===== config.mk =====
export PLATFORM = sky130hd
export DESIGN_NAME = delta_rle_encoder_top_flat
export DESIGN_NICKNAME = d
export VERILOG_FILES = /design/src/sv/dre_pkg.sv /design/src/sv/dre_if.sv /design/src/sv/dre_front.sv /design/src/sv/dre_queue.sv /design/src/sv/dre_back.sv /design/src/sv/delta_rle_encoder_top.sv /design/src/flat_wrapper.sv
export SDC_FILE = /design/constraint.sdc
export NUM_CORES = 1
export LEC_CHECK = 0
export ABC_AREA = 1
export BUFFER_PORTS_ARGS = -buffer_cell sky130_fd_sc_hd__buf_2
export CORE_MARGIN = 2
export CORE_UTILIZATION = 45
export CTS_CLUSTER_DIAMETER = 80
export DETAILED_ROUTE_END_ITERATION = 8
export GPL_ROUTABILITY_DRIVEN = 0
export GPL_TIMING_DRIVEN = 0
export HOLD_SLACK_MARGIN = 0.15
export PLACE_DENSITY_LB_ADDON = 0.1
export SETUP_SLACK_MARGIN = 0.2
export SYNTH_ARGS = -nofsm -noshare
export SYNTH_HDL_FRONTEND = slang
export SYNTH_SLANG_ARGS = --single-unit

===== constraint.sdc =====
create_clock -name clk -period 2.8 [get_ports clk]
set_clock_uncertainty 0.05 [all_clocks]
set_input_delay 0.42 -clock clk [delete_from_list [all_inputs] [get_ports clk]]
set_output_delay 0.42 -clock clk [all_outputs]
set_load 0.1 [all_outputs]

===== src/sv/dre_pkg.sv =====
// Shared types and constants for the delta/run-length encoder.
// No dependencies; every other file of the block imports this package.
package dre_pkg;

    localparam int SAMPLE_WIDTH = 16;
    localparam int COUNT_WIDTH  = 16;
    localparam int DELTA_WIDTH  = SAMPLE_WIDTH + 1;
    localparam int QUEUE_DEPTH  = 4;
    localparam int QPTR_WIDTH   = $clog2(QUEUE_DEPTH);

    typedef logic signed [SAMPLE_WIDTH-1:0] sample_t;
    typedef logic signed [DELTA_WIDTH-1:0]  delta_t;
    typedef logic        [COUNT_WIDTH-1:0]  count_t;
    typedef logic        [QPTR_WIDTH-1:0]   qptr_t;
    typedef logic        [QPTR_WIDTH:0]     qcount_t;

    localparam count_t COUNT_MAX = '1;

    // One element handed from the front to the back.
    typedef struct packed {
        delta_t delta;
        logic   eos;
    } elem_t;

    // Queue status seen by the front.
    typedef struct packed {
        logic full;
        logic empty;
    } q_status_t;

    // Back-end status, visible at the top level.
    typedef struct packed {
        logic run_open;
        logic flush_pending;
    } back_status_t;

endpackage


===== src/sv/dre_if.sv =====
// Valid/ready channel interfaces for samples in and run pairs out.
// Depends on dre_pkg.
interface dre_sample_if
    import dre_pkg::*;
();
    logic    valid;
    logic    ready;
    sample_t sample;
    logic    end_of_stream;

    modport source (output valid, output sample, output end_of_stream, input ready);
    modport sink   (input valid, input sample, input end_of_stream, output ready);
endinterface

interface dre_pair_if
    import dre_pkg::*;
();
    logic   valid;
    logic   ready;
    delta_t run_delta;
    count_t run_length;
    logic   final_pair;

    modport source (output valid, output run_delta, output run_length, output final_pair,
                    input ready);
    modport sink   (input valid, input run_delta, input run_length, input final_pair,
                    output ready);
endinterface


===== src/sv/dre_front.sv =====
// Front end: accepts samples and turns them into delta elements.
// Depends on dre_pkg and dre_if.
module dre_front
    import dre_pkg::*;
(
    input  logic          clk,
    input  logic          rst_n,
    dre_sample_if.sink    samples,
    input  q_status_t     q_status,
    output logic          push,
    output elem_t         push_elem
);

    logic    have_prev_reg;
    logic    have_prev_next;
    sample_t prev_reg;
    sample_t prev_next;
    delta_t  cur_wide;
    delta_t  prev_wide;

    assign samples.ready = !q_status.full;
    assign push          = samples.valid && samples.ready;

    always_comb
    begin
        cur_wide        = DELTA_WIDTH'(samples.sample);
        prev_wide       = DELTA_WIDTH'(prev_reg);
        push_elem.delta = have_prev_reg ? delta_t'(cur_wide - prev_wide) : cur_wide;
        push_elem.eos   = samples.end_of_stream;
        have_prev_next  = have_prev_reg;
        prev_next       = prev_reg;
        if (push)
        begin
            // drop history at end of stream
            have_prev_next = !samples.end_of_stream;
            prev_next      = samples.sample;
        end
    end

    always_ff @(posedge clk or negedge rst_n)
    begin
        if (!rst_n)
        begin
            have_prev_reg <= 1'b0;
            prev_reg      <= '0;
        end
        else
        begin
            have_prev_reg <= have_prev_next;
            prev_reg      <= prev_next;
        end
    end

endmodule


===== src/sv/dre_queue.sv =====
// Short element queue between front and back end.
// Depends on dre_pkg.
module dre_queue
    import dre_pkg::*;
(
    input  logic      clk,
    input  logic      rst_n,
    input  logic      push,
    input  elem_t     push_elem,
    input  logic      pop,
    output elem_t     head,
    output logic      head_valid,
    output q_status_t q_status
);

    elem_t   mem_reg [QUEUE_DEPTH];
    qptr_t   wr_ptr_reg;
    qptr_t   wr_ptr_next;
    qptr_t   rd_ptr_reg;
    qptr_t   rd_ptr_next;
    qcount_t count_reg;
    qcount_t count_next;

    assign head           = mem_reg[rd_ptr_reg];
    assign head_valid     = (count_reg != '0);
    assign q_status.empty = (count_reg == '0);
    assign q_status.full  = (count_reg == (QPTR_WIDTH+1)'(QUEUE_DEPTH));

    always_comb
    begin
        wr_ptr_next = push ? qptr_t'(wr_ptr_reg + 1'b1) : wr_ptr_reg;
        rd_ptr_next = pop  ? qptr_t'(rd_ptr_reg + 1'b1) : rd_ptr_reg;
        count_next  = count_reg;
        if (push && !pop)
        begin
            count_next = qcount_t'(count_reg + 1'b1);
        end
        else if (pop && !push)
        begin
            count_next = qcount_t'(count_reg - 1'b1);
        end
    end

    always_ff @(posedge clk)
    begin
        if (push)
        begin
            mem_reg[wr_ptr_reg] <= push_elem;
        end
    end

    always_ff @(posedge clk or negedge rst_n)
    begin
        if (!rst_n)
        begin
            wr_ptr_reg <= '0;
            rd_ptr_reg <= '0;
            count_reg  <= '0;
        end
        else
        begin
            wr_ptr_reg <= wr_ptr_next;
            rd_ptr_reg <= rd_ptr_next;
            count_reg  <= count_next;
        end
    end

endmodule


===== src/sv/dre_back.sv =====
// Back end: merges equal elements into runs and emits pairs from an output register.
// Depends on dre_pkg and dre_if.
module dre_back
    import dre_pkg::*;
(
    input  logic         clk,
    input  logic         rst_n,
    input  elem_t        head,
    input  logic         head_valid,
    output logic         pop,
    output back_status_t status,
    dre_pair_if.source   pairs
);

    logic   run_open_reg;
    logic   run_open_next;
    delta_t run_delta_reg;
    delta_t run_delta_next;
    count_t run_len_reg;
    count_t run_len_next;
    logic   flush_pending_reg;
    logic   flush_pending_next;
    logic   out_valid_reg;
    logic   out_valid_next;
    delta_t out_delta_reg;
    delta_t out_delta_next;
    count_t out_len_reg;
    count_t out_len_next;
    logic   out_final_reg;
    logic   out_final_next;

    logic   merge;
    logic   split;
    logic   need_out;
    logic   can_load;

    assign pairs.valid      = out_valid_reg;
    assign pairs.run_delta  = out_delta_reg;
    assign pairs.run_length = out_len_reg;
    assign pairs.final_pair = out_final_reg;

    assign status.run_open      = run_open_reg;
    assign status.flush_pending = flush_pending_reg;

    always_comb
    begin
        merge    = run_open_reg && (run_delta_reg == head.delta) && (run_len_reg != COUNT_MAX);
        split    = run_open_reg && !merge;
        need_out = split || head.eos;
        can_load = !out_valid_reg || pairs.ready;
        pop      = head_valid && !flush_pending_reg && (can_load || !need_out);

        run_open_next      = run_open_reg;
        run_delta_next     = run_delta_reg;
        run_len_next       = run_len_reg;
        flush_pending_next = flush_pending_reg;
        out_valid_next     = out_valid_reg && !pairs.ready;
        out_delta_next     = out_delta_reg;
        out_len_next       = out_len_reg;
        out_final_next     = out_final_reg;

        if (flush_pending_reg && can_load)
        begin
            // second pair of an end-of-stream element
            out_valid_next     = 1'b1;
            out_delta_next     = run_delta_reg;
            out_len_next       = run_len_reg;
            out_final_next     = 1'b1;
            run_open_next      = 1'b0;
            flush_pending_next = 1'b0;
        end
        else if (pop)
        begin
            if (merge)
            begin
                run_len_next = count_t'(run_len_reg + 1'b1);
            end
            else
            begin
                run_open_next  = 1'b1;
                run_delta_next = head.delta;
                run_len_next   = count_t'(1);
            end

            if (split)
            begin
                out_valid_next     = 1'b1;
                out_delta_next     = run_delta_reg;
                out_len_next       = run_len_reg;
                out_final_next     = 1'b0;
                flush_pending_next = head.eos;
            end
            else if (head.eos)
            begin
                out_valid_next = 1'b1;
                out_delta_next = run_delta_next;
                out_len_next   = run_len_next;
                out_final_next = 1'b1;
                run_open_next  = 1'b0;
            end
        end
    end

    always_ff @(posedge clk)
    begin
        run_delta_reg <= run_delta_next;
        run_len_reg   <= run_len_next;
        out_delta_reg <= out_delta_next;
        out_len_reg   <= out_len_next;
        out_final_reg <= out_final_next;
    end

    always_ff @(posedge clk or negedge rst_n)
    begin
        if (!rst_n)
        begin
            run_open_reg      <= 1'b0;
            flush_pending_reg <= 1'b0;
            out_valid_reg     <= 1'b0;
        end
        else
        begin
            run_open_reg      <= run_open_next;
            flush_pending_reg <= flush_pending_next;
            out_valid_reg     <= out_valid_next;
        end
    end

endmodule


===== src/sv/delta_rle_encoder_top.sv =====
// Top level of the delta/run-length encoder: front end, element queue, back end.
// Depends on dre_pkg, dre_if, dre_front, dre_queue and dre_back.
//
//   channel   dir   payload                                  handshake
//   -------   ---   --------------------------------------   -----------
//   samples   in    sample[15:0] signed, end_of_stream       valid/ready
//   pairs     out   run_delta[16:0] signed, run_length[15:0], valid/ready
//                   final_pair
//
// Throughput is one item per cycle unless output stalls or a pending flush
// hold it. A sample passes a queue entry, then the back end's output register,
// for the pair it closes. An end-of-stream item that ends a run and flushes
// a new one gives two pairs; the back end pops no more until the second is
// loaded. Reset is asynchronous and returns the block to the start of a
// stream. Output stalls fill the four-entry queue before samples.ready drops.
module delta_rle_encoder_top
    import dre_pkg::*;
(
    input  logic        clk,
    input  logic        rst_n,
    dre_sample_if.sink  samples,
    dre_pair_if.source  pairs
);

    logic         push;
    elem_t        push_elem;
    logic         pop;
    elem_t        head;
    logic         head_valid;
    q_status_t    q_status;
    back_status_t back_status;

    // Front: form the delta against the previous sample of the stream.
    dre_front u_front (
        .clk       (clk),
        .rst_n     (rst_n),
        .samples   (samples),
        .q_status  (q_status),
        .push      (push),
        .push_elem (push_elem)
    );

    // Queue: decouple delta forming from run merging.
    dre_queue u_queue (
        .clk        (clk),
        .rst_n      (rst_n),
        .push       (push),
        .push_elem  (push_elem),
        .pop        (pop),
        .head       (head),
        .head_valid (head_valid),
        .q_status   (q_status)
    );

    // Back: merge runs and emit pairs.
    dre_back u_back (
        .clk        (clk),
        .rst_n      (rst_n),
        .head       (head),
        .head_valid (head_valid),
        .pop        (pop),
        .status     (back_status),
        .pairs      (pairs)
    );

`ifndef SYNTHESIS
    // A pending flush always sits behind a pair already on the output.
    assert property (@(posedge clk) disable iff (!rst_n)
        back_status.flush_pending |-> pairs.valid)
        else $error("flush pending without an output pair");

    // A pending flush always has an open run to flush.
    assert property (@(posedge clk) disable iff (!rst_n)
        back_status.flush_pending |-> back_status.run_open)
        else $error("flush pending with no open run");

    // Every emitted pair has a nonzero length.
    assert property (@(posedge clk) disable iff (!rst_n)
        pairs.valid |-> (pairs.run_length != '0))
        else $error("pair with zero run length");

    // The back end never pops an empty queue.
    assert property (@(posedge clk) disable iff (!rst_n)
        pop |-> !q_status.empty)
        else $error("pop from empty queue");
`endif

endmodule


===== src/flat_wrapper.sv =====
// flat-port wrapper written by rule: the top's interface ports become plain ports
module delta_rle_encoder_top_flat import dre_pkg::*;
  (clk, rst_n, samples_valid, samples_sample, samples_end_of_stream, samples_ready, pairs_valid, pairs_run_delta, pairs_run_length, pairs_final_pair, pairs_ready);
  dre_sample_if samples_i ();
  dre_pair_if pairs_i ();
  input  logic clk;
  input  logic rst_n;
  input wire logic [$bits(samples_i.valid)-1:0] samples_valid;
  input wire logic [$bits(samples_i.sample)-1:0] samples_sample;
  input wire logic [$bits(samples_i.end_of_stream)-1:0] samples_end_of_stream;
  output wire logic [$bits(samples_i.ready)-1:0] samples_ready;
  output wire logic [$bits(pairs_i.valid)-1:0] pairs_valid;
  output wire logic [$bits(pairs_i.run_delta)-1:0] pairs_run_delta;
  output wire logic [$bits(pairs_i.run_length)-1:0] pairs_run_length;
  output wire logic [$bits(pairs_i.final_pair)-1:0] pairs_final_pair;
  input wire logic [$bits(pairs_i.ready)-1:0] pairs_ready;
  assign samples_i.valid = samples_valid;
  assign samples_i.sample = samples_sample;
  assign samples_i.end_of_stream = samples_end_of_stream;
  assign samples_ready = samples_i.ready;
  assign pairs_valid = pairs_i.valid;
  assign pairs_run_delta = pairs_i.run_delta;
  assign pairs_run_length = pairs_i.run_length;
  assign pairs_final_pair = pairs_i.final_pair;
  assign pairs_i.ready = pairs_ready;
  delta_rle_encoder_top u_core (.clk(clk), .rst_n(rst_n), .samples(samples_i), .pairs(pairs_i));
endmodule

; ---- Word-level counts from Yosys, hierarchy flattened
; Memory sizes are Yosys's and may differ from the RTL's.
; Index checks and enable logic that the tools add are counted.
[op_classes]
eq_ne = 3
mux = 29
bitwise = 1
n_reduce_logical = 32
n_addsub = 6
[ops]
columns = op, count
row1 = $mux W17, 6
row2 = $mux W16, 5
row3 = $eq A17 B17 Y1, 1
row4 = $sub A16 B16 Y17, 1
row5 = $add A16 B1 Y16 const B, 1
row6 = $mux W1, 16
row7 = $ne A16 B16 Y1 const B, 1
row8 = $logic_and A1 B1 Y1, 10
row9 = $logic_not A1 Y1, 9
row10 = $reduce_and A2 Y1, 4
row11 = $reduce_bool A2 Y1, 4
row12 = $mux W3, 2
row13 = $reduce_bool A3 Y1, 2
row14 = $add A2 B1 Y2 const B, 2
row15 = $add A3 B1 Y3 const B, 1
row16 = $eq A3 B3 Y1 const B, 1
row17 = $logic_or A1 B1 Y1, 3
row18 = $sub A3 B1 Y3 const B, 1
row19 = $not A1 Y1, 1
[word_totals]
elab_cells = 85
mem_count = 1
mem_bits_rw = 72
out_inout_bits = 36
input_bits = 21
register_bits = 94
[mem_list]
columns = memory, words, word_bits, rd, rd_clocked_by_memory_dff, write_ports, line_no
row1 = u_core.u_queue.mem_reg, 4, 18, 1, 0, 1, dre_queue.sv:16  ; elem_t mem_reg [QUEUE_DEPTH];

; ---- Logic depth before layout (Yosys ltp)
; An unclocked memory read counts as a cell.
[logic_depth]
depth_word = 13
ltp_mapped = 21
mapped_depth_nobuf = 20

; ---- Cells and area by module
; From an unflattened synthesis, not the netlist that was laid out.
[hier_totals]
cells_unflattened = 968
area_unflattened_um2 = 9153.8
[modules_own_cells]
columns = module, instances, area_each_um2, seq_area_each_um2, cells_each
row1 = dre_queue, 1, 3638.5, 2337.2, 259
row2 = dre_back, 1, 3599.7, 2077.0, 374
row3 = dre_front, 1, 1915.6, 425.4, 335

; ---- Worst setup path after synthesis
; No wires, ideal clock.
[synth_timing]
kind = register to register
from = register u_core.u_queue.count_reg[0]
to = register u_core.u_queue.count_reg[1]
path_slack_ps = -379
path_buffers = 1
arrival_time_ps = 3006
synth_period_minus_slack_ps = 3179
setup_ps = 123
stages_incl_launch_ff = 11
required_ps = 2627
path_cell_list = dfrtp_1 inv_1 nand3_1 nand2_1 clkinv_1 clkbuf_1 ha_1 inv_1 fa_1 nor2_1 a21oi_1
[synth_between]
word_cells_on_any_way = 15
classes_between = 2 x add/sub / 1 x eq/ne / 2 x mux / 10 x reduce/logical
[synth_rtl]
columns = item, line_no
row1 = "start, declared", dre_queue.sv:21  ; qcount_t count_reg;
row2 = "start signal, assigned", dre_queue.sv:64  ; count_reg <= count_next;
row3 = $eq A3 B3 Y1, dre_queue.sv:27  ; assign q_status.full = (count_reg == (QPTR_WIDTH+1)'(QUEUE_DEPTH));
row4 = $logic_not A1 Y1, dre_front.sv:21  ; assign samples.ready = !q_status.full;
row5 = net samples_ready, flat_wrapper.sv:11  ; output wire logic [$bits(samples_i.ready)-1:0] samples_ready;
row6 = $logic_and A1 B1 Y1, dre_front.sv:22  ; assign push = samples.valid && samples.ready;
row7 = net u_core.push, delta_rle_encoder_top.sv:25  ; logic push;
row8 = $logic_and A1 B1 Y1, dre_queue.sv:34  ; if (push && !pop)
row9 = $mux W3, dre_queue.sv:34
row10 = net u_core.u_queue.count_next[1], dre_queue.sv:22  ; qcount_t count_next;
; The timed path passes the listed nets, and every way through them passes these cells. The select of a mux whose other input is x is not followed.
; A chain may end at the register's enable or synchronous reset.

; ---- Worst setup path in the final report
[layout_timing]
from = register u_core.u_queue.rd_ptr_reg[0]
to = register u_core.u_queue.count_reg[1]
[layout_between]
elab_chain_cells = 13
word_cells_on_any_way = 15
classes_between = 1 x eq/ne / 1 x mux / 12 x reduce/logical / 1 x memory
[layout_lines]
columns = item, line_no
row1 = "start, declared", dre_queue.sv:19  ; qptr_t rd_ptr_reg;
row2 = "start signal, assigned", dre_queue.sv:63  ; rd_ptr_reg <= rd_ptr_next;
row3 = $mem_v2 Z4 W18 *, -
row4 = $eq A17 B17 Y1, dre_back.sv:47  ; merge = run_open_reg && (run_delta_reg == head.delta) && (run_len_reg != COUNT_MAX);
row5 = $logic_and A1 B1 Y1 (2 in series), dre_back.sv:47
row6 = $logic_not A1 Y1, dre_back.sv:48  ; split = run_open_reg && !merge;
row7 = $logic_and A1 B1 Y1, dre_back.sv:48
row8 = $logic_or A1 B1 Y1 *, dre_back.sv:49  ; need_out = split || head.eos;
row9 = $logic_not A1 Y1 *, dre_back.sv:51  ; pop = head_valid && !flush_pending_reg && (can_load || !need_out);
row10 = $logic_or A1 B1 Y1 *, dre_back.sv:51
row11 = $logic_and A1 B1 Y1 *, dre_back.sv:51
row12 = $logic_not A1 Y1 *, dre_queue.sv:34
row13 = $logic_and A1 B1 Y1 *, dre_queue.sv:34
row14 = $mux W3 *, dre_queue.sv:34
row15 = net u_core.u_queue.count_next[1], dre_queue.sv:22
; The timed path passes the listed nets; every way through them passes the cells marked *.

==> results_dict.tcl <==
set metrics [dict create \
    status "complete, but fails checks" \
    failed_checks "negative setup slack" \
    slew_violations 0 \
    grt_max_degree 34 \
    die_area_mm2 0.0194 \
    syn_to_final_growth_pct 29.9 \
    critPathCapture "u_core.u_queue.count_reg[1]" \
    yosysSeqAreaShare 0.586 \
    drt_wl_total_mm 19.9 \
    diodes 0 \
    fin_crit_ns 2.96 \
    die_w_um 139 \
    dp_hpwl_mm 13.0 \
    ys_types 42 \
    core_area_mm2 0.0180 \
    syn-mean-instance-area_um2 9.67 \
    syn_area_mm2 0.00826 \
    numClockSinks 166 \
    max_freq_ghz 0.338 \
    worst_hold_path_type "input port to flip-flop" \
    ios 57 \
    slew_headroom 0.469 \
    startpoint "u_core.u_queue.rd_ptr_reg[0]" \
    drc 0 \
    netlist_top_cells_count "nand2_1 (273), edfxtp_1 (138), inv_1 (87)" \
    fp.dieH_um 139 \
    critPathTopFamily "simple AND/OR/NAND/NOR gates" \
    htreeDepth 4 \
    path_cells "clkinv_4, buf_6, nand2_2, nand3_4, nand2_1, nand2_1, nand2_1, nor2_1, nand2_1, nor2_2, nand3_2, nand2_2, nand2_2, nand2_2, nand2_4, ha_4, inv_4, fa_2, nor2_1, a21oi_1" \
    clk_pin_slew_worst_paths_ns 0.06 \
    critPathLaunchType "flip-flop" \
    post_drt_wl_per_cell_um 15.9 \
    port_buffers 56 \
    yosysMostFrequentCell "nand2_1" \
    criticalPathCategory "flip-flop to flip-flop" \
    grt.overflow.total 0 \
    drive_above_1_share 0.302 \
    placedInstanceArea_mm2 0.00885 \
    cts_inserted_buffers 17 \
    clock-root-buffer "clkbuf_16" \
    drt_iter0_markers 385 \
    r2r_end "u_core.u_queue.count_reg[1]" \
    grt_pass1_wl_mm 30.9 \
    grt_use_total 0.205 \
    synth_area_leaders "edfxtp_1 (50%), nand2_1 (12%), dfrtp_1 (8.2%)" \
    synth_edf_count 138 \
    fin_ws_ns -0.158 \
    hold_viol 0 \
    cp.arrival_ns 3.22 \
    ys_ff_latch 166 \
    ff2ff_setup_slack_ns -0.16 \
    clkLatencyLatePin_ns 0.42 \
    vias 6342 \
    crit_slowest_cell "dfrtp_2" \
    r2r_start "u_core.u_queue.rd_ptr_reg[0]" \
    first_pass_iters 5 \
    worstRegToRegCells 20 \
    cp-end-kind "flip-flop" \
    synthesis.nets 899 \
    cts_tree "done" \
    synth_warnings 0 \
    clockBufferDepth 2 \
    drv_cap 0 \
    design_area_mm2 0.0107 \
    worst_pin_slew_ns 0.796 \
    period_share 1.06 \
    start_util 0.460 \
    crit_buf_inv 3 \
    grt_pass1_vias 6003 \
    rows 49 \
    antenna_found_initial 0 \
    syn_inst 854 \
    synth_flop_cell "edfxtp_1" \
    critPathMaxStageDelay_ns 0.46 \
    routed_via_density 5.09 \
    cp_num_cells 20 \
    ant_nets 0 \
    yosysTopAreaCell "edfxtp_1" \
    crit_fanout 8 \
    final-setup-viol-count 38 \
    ys_async_sr_fraction 0.163 \
    synth_top_cell_area_share 0.502 \
    rsz0062_at_grt "true" \
    cp.required_ns 3.06 \
    nets 1049 \
]
## cell type report
| class | count | area, um2 |
|---|---|---|
| buffer | 23 | 209 |
| fill | 1521 | 7240 |
| sequential | 166 | 4840 |
| timing repair buffer | 131 | 996 |
| clock inverter | 3 | 42.5 |
| clock buffer | 29 | 533 |
| tap | 229 | 287 |
| inverter | 92 | 360 |
| multi-input combinational | 573 | 3460 |
## routing by layer
| metal | share of wire | global-route usage | up-vias |
|---|---|---|---|
| met5 | 0 | 0 | - |
| met4 | 0.032 | 0.0829 | 0 |
| met3 | 0.046 | 0.0437 | 37 |
| met2 | 0.48 | 0.329 | 172 |
| met1 | 0.44 | 0.272 | 2972 |
| li1 | - | - | 3161 |
## repair_timing
action / in CTS / in global routing
hold endpoints to repair: 27 / 0
setup endpoints to repair: 176 / 130
hold buffers: 1 / 0
setup buffers: 54 / 13
pin swaps: 22 / 46
gates cloned: 5 / 2
resized for setup: 98 / 85
## logic make-up (layout without fill, tap and decap cells)
logic type               Yosys count  count (layout)  synth area share
AO/OA/AOI/OAI                    101             101            0.0656
XOR/XNOR                          16              16            0.0170
adder cells (fa/ha/maj)           24              24            0.0382
buffers and inverters            115             278            0.0605
flip-flops                       166             166             0.586
AND/OR/NAND/NOR                  432             432             0.232
## cell usage in the layout (no fill, tap or decap), types with 3 or more instances in the layout
cell and count:
nand3_1 27, xnor2_1 6, o21ai_1 3, clkbuf_1 17, nand2_2 40, or2_2 6, nand2_1 225, nor2_2 5
a21oi_1 20, inv_1 86, nand3b_1 15, edfxtp_1 138, nor2_4 19, a31oi_1 4, buf_6 19, nand2_4 7
o21ai_2 7, buf_8 6, dfrtp_1 24, dfrtp_2 3, clkbuf_16 21, buf_2 58, xor2_1 10, o21ai_0 52
o22ai_1 4, nor2_1 33, nor3_2 4, nand4_1 10, buf_12 3, buf_4 53, nand3_4 7, nand3_2 28
ha_1 20
## through the flow
step / setup WS, ns / instances / TNS [ns] / util / hold slack [ns]
global route: -0.341 / 1246 / -11.94 / 0.597 / 0.183
detailed placement: -0.610 / 1139 / -35.83 / 0.493 / 0.402
floorplan: 0.0526 / 854 / 0 / - / 0.0744
finish: -0.158 / 1246 / -4.05 / 0.597 / 0.198
global placement: -0.629 / 1139 / -36.14 / 0.493 / 0.401
CTS: -0.0718 / 1231 / -0.979 / 0.571 / 0.183
## how the worst min path moves through the flow
stage / from / endpoint / cells past startpoint
after floorplan: rst_n / u_core.u_back.flush_pending_reg / 0
after global placement: u_core.u_back.pairs.final_pair / u_core.u_back.pairs.final_pair / 2
after detailed placement: u_core.u_back.pairs.final_pair / u_core.u_back.pairs.final_pair / 2
after CTS: samples_sample[8] / u_core.u_front.prev_reg[8] / 3
after global routing: samples_end_of_stream / u_core.u_queue.mem_reg[0][0] / 1
final: samples_sample[7] / u_core.u_front.prev_reg[7] / 3
## worst min-delay path, stage by stage
cell	delay, ns
buf_2	0.11
nand2_1	0.05
o21ai_0	0.05
Power is not shown: default switching activity piles up to over one toggle a cycle in this logic, so the estimate is an artifact.
